`config.mk`:
```
export PLATFORM = sky130hd
export DESIGN_NAME = read_group_species_classifier_core
export DESIGN_NICKNAME = d
export VERILOG_FILES = /design/src/sv/rgsc_pkg.sv /design/src/sv/rgsc_slot_bank.sv /design/src/sv/rgsc_decide.sv /design/src/sv/read_group_species_classifier_core.sv
export VERILOG_INCLUDE_DIRS = /design/src /design/src/sv
export SDC_FILE = /design/constraint.sdc
export NUM_CORES = 2
export LEC_CHECK = 0
export BUFFER_PORTS_ARGS = -buffer_cell sky130_fd_sc_hd__buf_2
export CORE_UTILIZATION = 55
export CTS_CLUSTER_SIZE = 28
export DETAILED_ROUTE_END_ITERATION = 12
export PLACE_DENSITY = 0.72
export SETUP_SLACK_MARGIN = 0.02
export SYNTH_ARGS = -nofsm -noshare
export SYNTH_HDL_FRONTEND = slang
export SYNTH_HIERARCHICAL = 1
export SYNTH_SLANG_ARGS = --single-unit
```
`constraint.sdc`:
```
create_clock -name clk -period 19.8 [get_ports clk]
set_clock_uncertainty 0.1 [all_clocks]
set_input_delay 3.96 -clock clk [delete_from_list [all_inputs] [get_ports clk]]
set_output_delay 3.96 -clock clk [all_outputs]
set_load 0.01 [all_outputs]
```
`src/sv/read_group_species_classifier_core_macros.svh`:
```
// ----------------------------------------------------------------------------
// Read-group species classifier: assertion macros
// Concurrent check wrappers that compile away when SYNTHESIS is defined.
// ----------------------------------------------------------------------------
`ifndef READ_GROUP_SPECIES_CLASSIFIER_CORE_MACROS_SVH
`define READ_GROUP_SPECIES_CLASSIFIER_CORE_MACROS_SVH

`ifndef SYNTHESIS
// Same-cycle implication check.
`define RGSC_ASSERT_IMP(name, clk, rstn, ante, cons) \
  name: assert property (@(posedge clk) disable iff (!rstn) (ante) |-> (cons)) \
    else $error("rgsc check failed");
// Next-cycle implication check.
`define RGSC_ASSERT_NXT(name, clk, rstn, ante, cons) \
  name: assert property (@(posedge clk) disable iff (!rstn) (ante) |=> (cons)) \
    else $error("rgsc check failed");
`else
`define RGSC_ASSERT_IMP(name, clk, rstn, ante, cons)
`define RGSC_ASSERT_NXT(name, clk, rstn, ante, cons)
`endif

`endif

```
`src/sv/rgsc_pkg.sv`:
```
// ----------------------------------------------------------------------------
// Read-group species classifier: shared package
// Verdict codes, slot geometry, start values and control structs.
// ----------------------------------------------------------------------------
`timescale 1ns / 1ps
`default_nettype none

package rgsc_pkg;

  localparam int NUM_ROWS    = 3;
  localparam int NUM_SLOTS   = 4;
  localparam int TAG_FIELD_W = 16;

  // Start values of a slot in score mode and in tag mode.
  localparam int SCORE_START = 8192;
  localparam int TAG_START   = -8192;

  // Tag rows in tag mode.
  localparam int ROW_AS = 0;
  localparam int ROW_NM = 1;
  localparam int ROW_XS = 2;

  typedef enum logic [1:0] {
    VERDICT_AMBIG  = 2'd0,
    VERDICT_A      = 2'd1,
    VERDICT_B      = 2'd2,
    VERDICT_ABSENT = 2'd3
  } verdict_t;

  // Control of one slot update.
  typedef struct packed {
    logic apply;
    logic mode;
    logic mapped;
    logic species;
    logic first_mate;
  } rgsc_upd_ctl_t;

  // Group summary that goes along with a slot snapshot.
  typedef struct packed {
    logic       mode;
    logic [1:0] seen;
  } rgsc_grp_ctl_t;

endpackage

`default_nettype wire

```
`src/sv/rgsc_slot_bank.sv`:
```
// ----------------------------------------------------------------------------
// Read-group species classifier: slot bank
// Holds the twelve slot scores and folds one record into them per cycle while ctl.apply is set.
// ----------------------------------------------------------------------------
`timescale 1ns / 1ps
`default_nettype none

module rgsc_slot_bank
  import rgsc_pkg::*;
#(
  parameter int TAG_W  = 16,
  parameter int SLOT_W = 19
) (
  input  wire logic                                         clk,
  input  wire logic                                         rst_n,
  input  wire rgsc_upd_ctl_t                                ctl,
  input  wire logic [TAG_W-1:0]                             nm_tag,
  input  wire logic [TAG_W-1:0]                             xo_tag,
  input  wire logic [TAG_W-1:0]                             nh_tag,
  input  wire logic [TAG_W-1:0]                             as_tag,
  input  wire logic [TAG_W-1:0]                             xs_tag,
  input  wire logic                                         clear,
  input  wire logic                                         clear_mode,
  output logic      [NUM_ROWS-1:0][NUM_SLOTS-1:0][SLOT_W-1:0] slot_upd
);

  localparam logic [SLOT_W-1:0] START_SCORE = SLOT_W'(SCORE_START);
  localparam logic [SLOT_W-1:0] START_TAG   = SLOT_W'(TAG_START);

  logic [NUM_ROWS-1:0][NUM_SLOTS-1:0][SLOT_W-1:0] slot_r;
  logic [NUM_ROWS-1:0][SLOT_W-1:0]                cand;
  logic [TAG_W+1:0]                               sum;
  logic [1:0]                                     slot_idx;

  // The second mate sits in the odd slot of its species.
  assign slot_idx = {ctl.species, ~ctl.first_mate};
  assign sum      = {2'b00, nm_tag} + {2'b00, xo_tag} + {2'b00, nh_tag};

  always_comb begin
    cand[ROW_AS] = ctl.mode ? SLOT_W'(as_tag) : SLOT_W'(sum);
    cand[ROW_NM] = '0 - SLOT_W'(nm_tag);
    cand[ROW_XS] = SLOT_W'(xs_tag);
  end

  always_comb begin
    for (int r = 0; r < NUM_ROWS; r++) begin
      for (int s = 0; s < NUM_SLOTS; s++) begin
        slot_upd[r][s] = slot_r[r][s];
        if (ctl.mapped && (slot_idx == 2'(s))) begin
          if (ctl.mode) begin
            if ($signed(cand[r]) > $signed(slot_r[r][s])) begin
              slot_upd[r][s] = cand[r];
            end
          end else if (r == ROW_AS) begin
            if ($signed(cand[r]) < $signed(slot_r[r][s])) begin
              slot_upd[r][s] = cand[r];
            end
          end
        end
      end
    end
  end

  always_ff @(posedge clk) begin
    if (!rst_n) begin
      slot_r <= {(NUM_ROWS * NUM_SLOTS){START_SCORE}};
    end else if (clear) begin
      slot_r <= {(NUM_ROWS * NUM_SLOTS){clear_mode ? START_TAG : START_SCORE}};
    end else if (ctl.apply) begin
      slot_r <= slot_upd;
    end
  end

endmodule

`default_nettype wire

```
`src/sv/rgsc_decide.sv`:
```
// ----------------------------------------------------------------------------
// Read-group species classifier: verdict logic
// Compares the per-species min and max of each row and picks a verdict.
// ----------------------------------------------------------------------------
`timescale 1ns / 1ps
`default_nettype none

module rgsc_decide
  import rgsc_pkg::*;
#(
  parameter int SLOT_W = 19
) (
  input  wire logic [NUM_ROWS-1:0][NUM_SLOTS-1:0][SLOT_W-1:0] slots,
  input  wire rgsc_grp_ctl_t                                  grp,
  output verdict_t                                            verdict
);

  logic signed [SLOT_W-1:0] amin [NUM_ROWS];
  logic signed [SLOT_W-1:0] amax [NUM_ROWS];
  logic signed [SLOT_W-1:0] bmin [NUM_ROWS];
  logic signed [SLOT_W-1:0] bmax [NUM_ROWS];
  logic [NUM_ROWS-1:0]      row_a;
  logic [NUM_ROWS-1:0]      row_b;
  verdict_t                 score_v;
  verdict_t                 tag_v;

  always_comb begin
    for (int r = 0; r < NUM_ROWS; r++) begin
      if ($signed(slots[r][0]) < $signed(slots[r][1])) begin
        amin[r] = $signed(slots[r][0]);
        amax[r] = $signed(slots[r][1]);
      end else begin
        amin[r] = $signed(slots[r][1]);
        amax[r] = $signed(slots[r][0]);
      end
      if ($signed(slots[r][2]) < $signed(slots[r][3])) begin
        bmin[r] = $signed(slots[r][2]);
        bmax[r] = $signed(slots[r][3]);
      end else begin
        bmin[r] = $signed(slots[r][3]);
        bmax[r] = $signed(slots[r][2]);
      end
      row_a[r] = (amax[r] > bmax[r]) || ((amax[r] == bmax[r]) && (amin[r] > bmin[r]));
      row_b[r] = (amax[r] < bmax[r]) || ((amax[r] == bmax[r]) && (amin[r] < bmin[r]));
    end
  end

  // Score mode: the lower summed score wins, minimum first.
  always_comb begin
    if ((amin[ROW_AS] == bmin[ROW_AS]) && (amax[ROW_AS] == bmax[ROW_AS])) begin
      score_v = VERDICT_AMBIG;
    end else if ((amin[ROW_AS] < bmin[ROW_AS]) ||
                 ((amin[ROW_AS] == bmin[ROW_AS]) && (amax[ROW_AS] < bmax[ROW_AS]))) begin
      score_v = VERDICT_A;
    end else begin
      score_v = VERDICT_B;
    end
  end

  // Tag mode: the first row that is not a full tie decides.
  always_comb begin
    tag_v = VERDICT_AMBIG;
    for (int r = NUM_ROWS - 1; r >= 0; r--) begin
      if (row_a[r]) begin
        tag_v = VERDICT_A;
      end else if (row_b[r]) begin
        tag_v = VERDICT_B;
      end
    end
  end

  always_comb begin
    if (grp.seen != 2'b11) begin
      verdict = VERDICT_ABSENT;
    end else if (grp.mode) begin
      verdict = tag_v;
    end else begin
      verdict = score_v;
    end
  end

endmodule

`default_nettype wire

```
`src/sv/read_group_species_classifier_core.sv`:
```
// ----------------------------------------------------------------------------
// Read-group species classifier core
// Scores the alignment records of a read group against two species and
// gives one verdict per group.
// ----------------------------------------------------------------------------
//
//  Channel | Direction | Handshake              | Carries
//  --------+-----------+------------------------+------------------------------
//  in_     | input     | in_valid / in_stall    | one alignment record
//  out_    | output    | out_valid / out_stall  | one verdict per read group
//  cfg_    | input     | cfg_valid / cfg_ready  | align_mode register write
//
//  The core takes one record request in every cycle unless in_stall is high. A
//  verdict appears once its group-end record has passed the input register,
//  the snapshot register and the result register. Reset is synchronous and
//  active low; it selects score mode and starts every slot at the score start
//  value. A stalled result backs up through the snapshot stage to the input
//  register within the same cycle.
//
`timescale 1ns / 1ps
`default_nettype none
`include "read_group_species_classifier_core_macros.svh"

module read_group_species_classifier_core
  import rgsc_pkg::*;
#(
  parameter int TAG_WIDTH = 16
) (
  input  wire logic                   clk,
  input  wire logic                   rst_n,
  // Record channel.
  input  wire logic                   in_valid,
  output logic                        in_stall,
  input  wire logic                   in_species,
  input  wire logic                   in_mapped,
  input  wire logic                   in_first_mate,
  input  wire logic [TAG_FIELD_W-1:0] in_nm_tag,
  input  wire logic [TAG_FIELD_W-1:0] in_xo_tag,
  input  wire logic [TAG_FIELD_W-1:0] in_nh_tag,
  input  wire logic [TAG_FIELD_W-1:0] in_as_tag,
  input  wire logic [TAG_FIELD_W-1:0] in_xs_tag,
  input  wire logic                   in_group_end,
  // Verdict channel.
  output logic                        out_valid,
  input  wire logic                   out_stall,
  output logic [1:0]                  out_verdict,
  // Configuration channel.
  input  wire logic                   cfg_valid,
  output logic                        cfg_ready,
  input  wire logic                   cfg_align_mode
);

  // Only the low tag bits that fit the record fields take part.
  localparam int USE_W   = (TAG_WIDTH < TAG_FIELD_W) ? TAG_WIDTH : TAG_FIELD_W;
  // Slots hold the summed score, a raw tag, or a start value of magnitude 8192.
  localparam int SLOT_W  = ((USE_W + 2 > 14) ? (USE_W + 2) : 14) + 1;
  localparam logic [SLOT_W-1:0] START_SCORE_W = SLOT_W'(SCORE_START);

  // Input register.
  logic             in_v_r;
  logic             in_species_r;
  logic             in_mapped_r;
  logic             in_first_r;
  logic             in_gend_r;
  logic [USE_W-1:0] in_nm_r;
  logic [USE_W-1:0] in_xo_r;
  logic [USE_W-1:0] in_nh_r;
  logic [USE_W-1:0] in_as_r;
  logic [USE_W-1:0] in_xs_r;

  // Group state.
  logic             mode_r;
  logic [1:0]       seen_r;
  logic [1:0]       seen_upd;

  // Snapshot of a finished group.
  logic                                           snap_v_r;
  logic [NUM_ROWS-1:0][NUM_SLOTS-1:0][SLOT_W-1:0] snap_slots_r;
  rgsc_grp_ctl_t                                  snap_grp_r;

  // Result register.
  logic             out_valid_r;
  verdict_t         verdict_r;

  logic                                           in_accept;
  logic                                           in_drain;
  logic                                           apply;
  logic                                           snap_load;
  logic                                           snap_ready;
  logic                                           out_ready;
  logic                                           out_load;
  logic                                           cfg_we;
  logic                                           clear;
  logic                                           clear_mode;
  rgsc_upd_ctl_t                                  upd_ctl;
  logic [NUM_ROWS-1:0][NUM_SLOTS-1:0][SLOT_W-1:0] slot_upd;
  verdict_t                                       verdict_nxt;

  // Handshake chain, from the result side back to the input side. A record
  // that does not end its group leaves the input register at once; a
  // group-end record needs room in the snapshot stage.
  assign out_ready  = !out_valid_r || !out_stall;
  assign out_load   = snap_v_r && out_ready;
  assign snap_ready = !snap_v_r || out_ready;
  assign in_drain   = !in_gend_r || snap_ready;
  assign in_stall   = in_v_r && !in_drain;
  assign in_accept  = in_valid && !in_stall;
  assign apply      = in_v_r && in_drain;
  assign snap_load  = apply && in_gend_r;

  // The mode register is written only while nothing is in flight.
  assign cfg_ready  = !in_v_r && !snap_v_r && !out_valid_r;
  assign cfg_we     = cfg_valid && cfg_ready;

  // A mode write or a finished group restarts every slot.
  assign clear      = cfg_we || snap_load;
  assign clear_mode = cfg_we ? cfg_align_mode : mode_r;

  // Unmapped records still count as presence of their species.
  assign seen_upd   = seen_r | (in_species_r ? 2'b10 : 2'b01);

  always_comb begin
    upd_ctl.apply      = apply;
    upd_ctl.mode       = mode_r;
    upd_ctl.mapped     = in_mapped_r;
    upd_ctl.species    = in_species_r;
    upd_ctl.first_mate = in_first_r;
  end

  always_ff @(posedge clk) begin
    if (!rst_n) begin
      in_v_r <= 1'b0;
    end else if (in_accept) begin
      in_v_r <= 1'b1;
    end else if (in_drain) begin
      in_v_r <= 1'b0;
    end
  end

  always_ff @(posedge clk) begin
    if (in_accept) begin
      in_species_r <= in_species;
      in_mapped_r  <= in_mapped;
      in_first_r   <= in_first_mate;
      in_gend_r    <= in_group_end;
      in_nm_r      <= in_nm_tag[USE_W-1:0];
      in_xo_r      <= in_xo_tag[USE_W-1:0];
      in_nh_r      <= in_nh_tag[USE_W-1:0];
      in_as_r      <= in_as_tag[USE_W-1:0];
      in_xs_r      <= in_xs_tag[USE_W-1:0];
    end
  end

  always_ff @(posedge clk) begin
    if (!rst_n) begin
      mode_r <= 1'b0;
      seen_r <= 2'b00;
    end else begin
      if (cfg_we) begin
        mode_r <= cfg_align_mode;
      end
      if (clear) begin
        seen_r <= 2'b00;
      end else if (apply) begin
        seen_r <= seen_upd;
      end
    end
  end

  rgsc_slot_bank #(
    .TAG_W  (USE_W),
    .SLOT_W (SLOT_W)
  ) u_bank (
    .clk        (clk),
    .rst_n      (rst_n),
    .ctl        (upd_ctl),
    .nm_tag     (in_nm_r),
    .xo_tag     (in_xo_r),
    .nh_tag     (in_nh_r),
    .as_tag     (in_as_r),
    .xs_tag     (in_xs_r),
    .clear      (clear),
    .clear_mode (clear_mode),
    .slot_upd   (slot_upd)
  );

  // The snapshot takes the slots with the group-end record already folded in,
  // so the live bank can restart for the next group in the same cycle.
  always_ff @(posedge clk) begin
    if (!rst_n) begin
      snap_v_r <= 1'b0;
    end else if (snap_load) begin
      snap_v_r <= 1'b1;
    end else if (out_ready) begin
      snap_v_r <= 1'b0;
    end
  end

  always_ff @(posedge clk) begin
    if (snap_load) begin
      snap_slots_r    <= slot_upd;
      snap_grp_r.mode <= mode_r;
      snap_grp_r.seen <= seen_upd;
    end
  end

  rgsc_decide #(
    .SLOT_W (SLOT_W)
  ) u_decide (
    .slots   (snap_slots_r),
    .grp     (snap_grp_r),
    .verdict (verdict_nxt)
  );

  always_ff @(posedge clk) begin
    if (!rst_n) begin
      out_valid_r <= 1'b0;
    end else if (out_load) begin
      out_valid_r <= 1'b1;
    end else if (!out_stall) begin
      out_valid_r <= 1'b0;
    end
  end

  always_ff @(posedge clk) begin
    if (out_load) begin
      verdict_r <= verdict_nxt;
    end
  end

  assign out_valid   = out_valid_r;
  assign out_verdict = verdict_r;

  // A verdict that leaves is either replaced from the snapshot or gone.
  `RGSC_ASSERT_NXT(a_out_refill, clk, rst_n, out_valid_r && !out_stall,
                   !out_valid_r || $past(snap_v_r))

  // Once a group-end record is folded in, the next group starts unseen.
  `RGSC_ASSERT_NXT(a_group_restart, clk, rst_n, snap_load, seen_r == 2'b00)

  // In score mode a finished group never holds a slot above the start value.
  `RGSC_ASSERT_IMP(a_score_bound, clk, rst_n, snap_v_r && !snap_grp_r.mode,
                   ($signed(snap_slots_r[ROW_AS][0]) <= $signed(START_SCORE_W)) &&
                   ($signed(snap_slots_r[ROW_AS][1]) <= $signed(START_SCORE_W)) &&
                   ($signed(snap_slots_r[ROW_AS][2]) <= $signed(START_SCORE_W)) &&
                   ($signed(snap_slots_r[ROW_AS][3]) <= $signed(START_SCORE_W)))

endmodule

`default_nettype wire
```
======== Word level (Yosys, flattened, before mapping) ========
Index checks and enable logic that the tools add are counted.
storage, ports and cells
  output and inout bits ................... 5
  input port bits ......................... 90
  flip-flop bits (word level) ............. 551
  logic and storage cells ................. 206
operators by class
  magnitude comparators ................... 34
  equal/unequal tests ..................... 9
  muxes and demuxes ....................... 73
  reduce and logical (&&, ||, !) cells .... 43
  $add $sub $neg .......................... 3
  bitwise operators ....................... 3
operator list
  operator                                                                count
  19-bit 2-to-1 mux                                                       53
  228-bit 2-to-1 mux                                                      2
  19-bit < comparator                                                     16
  19-bit greater-than comparator                                          14
  19-bit equality test                                                    4
  17-bit by 19-bit greater-than comparator with 1-bit output              4
  1-bit logical AND                                                       20
  2-bit 2-to-1 mux                                                        10
  18-bit by 16-bit adder with 18-bit output                               1
  18-bit 2-to-1 mux                                                       1
  16-bit by 16-bit adder with 17-bit output                               1
  1-bit by 16-bit subtractor with 17-bit output (first input constant)    1
  1-bit logical OR                                                        11
  1-bit zero test                                                         7
  1-bit 2-to-1 mux                                                        7
  2-bit nonzero test                                                      3
  2-bit equality test (second input constant)                             2
  2-bit by 1-bit equality test with 1-bit output (second input constant)  1
  2-bit zero test                                                         1
  2-bit by 1-bit != test with 1-bit output (second input constant)        1
  2-bit != test (second input constant)                                   1
  1-bit NOT                                                               2
  2-bit bitwise OR                                                        1
  2-bit OR reduction                                                      1

======== Depth between registers and ports, before layout ========
  word-level depth ........................ 12
  depth in mapped cells ................... 30
  depth with buffers taken out ............ 27

======== By module ========
The synthesis kept the hierarchy.
by module, submodules not included
  module                              area an instance (sq um)  times used  seq. area each (sq um)  cells an instance
  rgsc_slot_bank                      17778.3                   1           4564.4                  2232
  read_group_species_classifier_core  9829.4                    1           9639.2                  351
  rgsc_decide                         8126.5                    1           0.0                     969

======== Worst setup path before layout ========
No wires, ideal clock.
  path kind ............................... input to register
  start point ............................. in out_stall
  end point ............................... reg seen_r[0]
  data arrival time ....................... 14.524 ns
  required time ........................... 19.119 ns
  slack ................................... 4.595 ns
  buffers on the path ..................... 0
  setup time .............................. 0.581 ns
  cell stages on the path ................. 3
  path through ............................ nand3_1 > nor2b_1 > nor3_1
between the ends
  cells in the longest elaborated chain, start to end .. 8
ends and longest elaborated chain
  element                              line                                       text
  start, declared                      read_group_species_classifier_core.sv:45   input wire logic out_stall,
  1-bit zero test                      --
  1-bit logical OR                     read_group_species_classifier_core.sv:102  assign out_ready = !out_valid_r || !out_stall;
  1-bit logical OR                     read_group_species_classifier_core.sv:104  assign snap_ready = !snap_v_r || out_ready;
  1-bit logical OR                     read_group_species_classifier_core.sv:105  assign in_drain = !in_gend_r || snap_ready;
  1-bit logical AND                    read_group_species_classifier_core.sv:108  assign apply = in_v_r && in_drain;
  1-bit logical AND                    read_group_species_classifier_core.sv:109  assign snap_load = apply && in_gend_r;
  via snap_load                        read_group_species_classifier_core.sv:88   logic snap_load;
  1-bit logical OR                     read_group_species_classifier_core.sv:116  assign clear = cfg_we || snap_load;
  2-bit OR reduction (no source line)  --
  end signal, assigned                 read_group_species_classifier_core.sv:165  seen_r <= seen_upd;
  end, declared                        read_group_species_classifier_core.sv:73   logic [1:0] seen_r;
The timed path passes the listed nets, and every way through them passes these cells.
A chain may end at the register's enable or synchronous reset.

======== Final worst setup path ========
  start point ............................. in out_stall
  end point ............................... out in_stall
between the ends
  cells in the longest elaborated chain, start to end .. 6
ends and longest elaborated chain
  element            line                                       text
  1-bit zero test    --
  1-bit logical OR   read_group_species_classifier_core.sv:102
  1-bit logical OR   read_group_species_classifier_core.sv:104
  1-bit logical OR   read_group_species_classifier_core.sv:105
  1-bit zero test    read_group_species_classifier_core.sv:106  assign in_stall = in_v_r && !in_drain;
  1-bit logical AND  read_group_species_classifier_core.sv:106
  end, declared      read_group_species_classifier_core.sv:33   output logic in_stall,
No other way between the ends.

==> results by group <==
Synth
  – Post-synth EDFFs: 317
  – Post-synthesis register bit count: 551
  – Syn nets: 4117
  – Register area share after synthesis: 39.75%
  – Ys Warns: 6
  – Async set-or-reset flop fraction in the synthesized netlist: 0%
  – Distinct cells, synth: 94
  – Synthesized area per cell: 10.06 um2
  – Netlist Area Pre-Place: 35730 um2
  – Post-Syn Instances: 3552
  – Top FF cell, synth: edfxtp_1

Timing
  – Setup ws final: 10.75 ns
  – Worst slew margin: 18.45%
  – Worst slew pin tran: 1.192 ns
  – # setup viols final: 0
  – Period utilisation layout: 45.72%
  – Max Clock Freq: 0.1105 GHz
  – Final min period: 9.053 ns
  – Unrepaired setup endpoints after global routing: no
  – Fin Hold WS: 0.3737 ns
  – Max-slew violations: 0
  – Final Hold Violating Endpoints: 0
  – Setup TNS: 0 ns

Setup path
  – Crit end category: output pin
  – CP Class: input pin to output pin
  – Startpoint Class: input pin
  – Maximum fanout along the worst path: 4
  – Max incr delay on CP: 0.37 ns
  – Crit path buffers/inverters: 2
  – Critical path's most frequent cell: buf_2
  – Cell family with most CP delay: simple AND/OR/NAND/NOR gates
  – Critical-path top delay cell: nor2_1
  – CP cell instances: buf_2 > nand3_1 > nor2_1 > buf_2
  – CP arrival: 4.99 ns
  – Worst Path Required: 15.74 ns

Status
  – Status: finished clean

Die
  – FP Rows: 93
  – Top Ports: 95
  – Core area: 64350 um2
  – Chip width: 256.9 um
  – Initial core utilization: 55.53%
  – Die Y: 256.9 um
  – Die area: 66000 um2

Final layout
  – Area Overhead vs Synth: 9.835%
  – N_diodes: 0
  – Final net count: 4200
  – Layout cells sized above 1: 13.05%
  – Commonest non-fill, non-tap cell in the layout: ha_1
  – FILL cells: 5308
  – Commonest cells after routing, fill and taps aside: 458 x ha_1, 363 x inv_1, 317 x edfxtp_1

Global routing
  – Vias in the first global route: 25.89k
  – Met3 GRT Util: 4.423%
  – Most Used Layer, Global Route: met2
  – Met2 GRT Util: 45.37%
  – Largest net degree at the start of global routing: 87
  – Gr ovfl total: 0
  – Initial antenna violation count: 4
  – All-Layer GR Usage: 27.29%
  – Met1 GRT Util: 36.75%
  – Global-route wire length before repair: 141.8 mm

Power
  – Worst VDD drop: 0.00009643 V
  – Pwr dens: 87.17 nW/um2
  – Total chip power: 3.421 mW
  – Leak pwr: 16.23 nW

Route
  – Pre-antenna DRT Iters: 6
  – Initial DRC count: 2123
  – ANT nets after route: 0
  – DR vias/cell: 5.956
  – Routed WL: 90.89 mm
  – DRC Markers: 0
  – Vias: 27.04k
  – Average wire per standard cell: 20.02 um

Place
  – IO Port Bufs: 94
  – Detail Placement HPWL: 67.21 mm
  – Placer Congestion: 0.9312
  – Place WS: 10.81 ns

Clock tree
  – CTS resizes: 0
  – Worst-case clock buffer depth: 3
  – Setup Buffers After CTS: 0
  – Clock Latency Late Sink: 0.65 ns
  – CTS Hold Buffers Added: 0
  – Cts bufs inserted: 59
  – Clock tree from TritonCTS: yes
  – Clk Tree Root Cell: clkbuf_16
  – H-tree depth: 2
  – Sink Count: 551
  – Clock transition at path regs: 0.06 ns

Job
  – Max-cap violations: 0

Hold path
  – HP Class: flop to flop
## kinds of logic after synthesis
kind of cell / count (synthesis) / synth area share (%)
AOI/OAI and AO/OA: 785 / 13.96
xor gates and xnor gates: 25 / 0.6548
adders and majority gates: 475 / 16.99
buffers and inverters: 490 / 5.497
DFF: 551 / 39.75
muxes: 418 / 12.37
and+or+nand+nor: 808 / 10.77
## power by group
| group | total [mW] | internal [mW] | switching, mW |
|---|---|---|---|
| combinational | 0.981 | 0.382 | 0.598 |
| clock | 1.13 | 0.653 | 0.473 |
| sequential | 1.31 | 1.27 | 0.0463 |
## layer usage
layer	part of all wire [%]	vias up
met5	0.056	-
met4	2.7	8
met3	7.0	174
met2	46	847
met1	44	12870
li1	-	13140
## registers in the layout, indices dropped and copies added (netlist names), 3 cells and up
name and cells:
in_as_r 16, in_nh_r 16, in_nm_r 16, in_xo_r 16
in_xs_r 16, snap_grp_r 3, snap_slots_r 228, u_bank/slot_r 228
## metrics by stage
step	instance area, um2	util (%)	std cells
6_report	39250	60.99	4540
3_5_place_dp	37260	57.90	4429
3_3_place_gp	37260	57.90	4429
5_1_grt	39250	60.99	4540
2_1_floorplan	35730	-	3552
4_1_cts	39250	60.99	4540
## path summary, 6_finish.rpt
kind / startpoint / to / slack [ns] / depth (start not counted)
setup / recovery: out_stall / in_stall / 10.75 / 4
hold / removal: u_bank/slot_r[60]$_SDFFE_PN0P_ / u_bank/slot_r[60]$_SDFFE_PN0P_ / 0.37 / 2
setup reg to reg: in_nm_r[0]$_DFFE_PP_ / u_bank/slot_r[38]$_SDFFE_PN0P_ / 11.68 / 23
hold reg to reg: u_bank/slot_r[60]$_SDFFE_PN0P_ / u_bank/slot_r[60]$_SDFFE_PN0P_ / 0.37 / 2
## Yosys cell counts (7+ instances only)
| cell | n | area (um2) |
|---|---|---|
| buf_2 | 25 | 125.1 |
| mux2_2 | 178 | 2004 |
| buf_6 | 10 | 112.6 |
| o21ai_1 | 19 | 95.09 |
| o211ai_1 | 14 | 105.1 |
| o22ai_1 | 13 | 81.33 |
| a311o_1 | 10 | 100.1 |
| nand2b_1 | 23 | 143.9 |
| and2_1 | 8 | 50.05 |
| a2111oi_0 | 12 | 105.1 |
| nor2b_1 | 43 | 269.0 |
| a21o_1 | 81 | 608.1 |
| mux2i_1 | 233 | 2332 |
| clkbuf_1 | 79 | 296.5 |
| nor4_1 | 10 | 62.56 |
| o21a_1 | 19 | 142.6 |
| ha_1 | 458 | 5731 |
| xor2_1 | 8 | 70.07 |
| and3_1 | 7 | 43.79 |
| xnor2_1 | 15 | 131.4 |
| nor3_1 | 33 | 165.2 |
| a211oi_1 | 65 | 488.0 |
| o21ai_0 | 188 | 940.9 |
| or3_1 | 8 | 50.05 |
| a31o_2 | 10 | 87.58 |
| inv_1 | 363 | 1363 |
| o31ai_1 | 27 | 202.7 |
| nor2_1 | 254 | 953.4 |
| nand4_1 | 66 | 412.9 |
| a31oi_1 | 29 | 181.4 |
| nand3b_1 | 9 | 67.56 |
| dfxtp_1 | 234 | 4684 |
| fa_1 | 17 | 340.3 |
| a21oi_1 | 216 | 1081 |
| nand3_1 | 66 | 330.3 |
| a311oi_1 | 9 | 78.83 |
| and4_1 | 12 | 105.1 |
| nand2_1 | 238 | 893.4 |
| edfxtp_1 | 317 | 9519 |
## area by class of cell
type | instances | area [um2] | area share, %
multi-input combinational | 2511 | 19750 | 50.31
clock inverter | 24 | 237.7 | 0.6057
timing repair buffer | 147 | 868.3 | 2.212
inverter | 365 | 1370 | 3.491
sequential | 551 | 14200 | 36.19
clock buffer | 87 | 1754 | 4.469
tap | 855 | 1070 | 2.726
## worst register-to-register path, delay by kind of cell, from the launching register on
| family | cells | cell delay, ns |
|---|---|---|
| multiplexers | 1 | 0.78 |
| flip-flops | 1 | 0.60 |
| AO/OA/AOI/OAI | 8 | 2.49 |
| AND/OR/NAND/NOR | 5 | 1.05 |
| adder cells (fa/ha/maj) | 5 | 1.89 |
| XOR/XNOR | 1 | 0.09 |
| buffers and inverters | 3 | 1.00 |
Power figures use the tool's default switching activity.
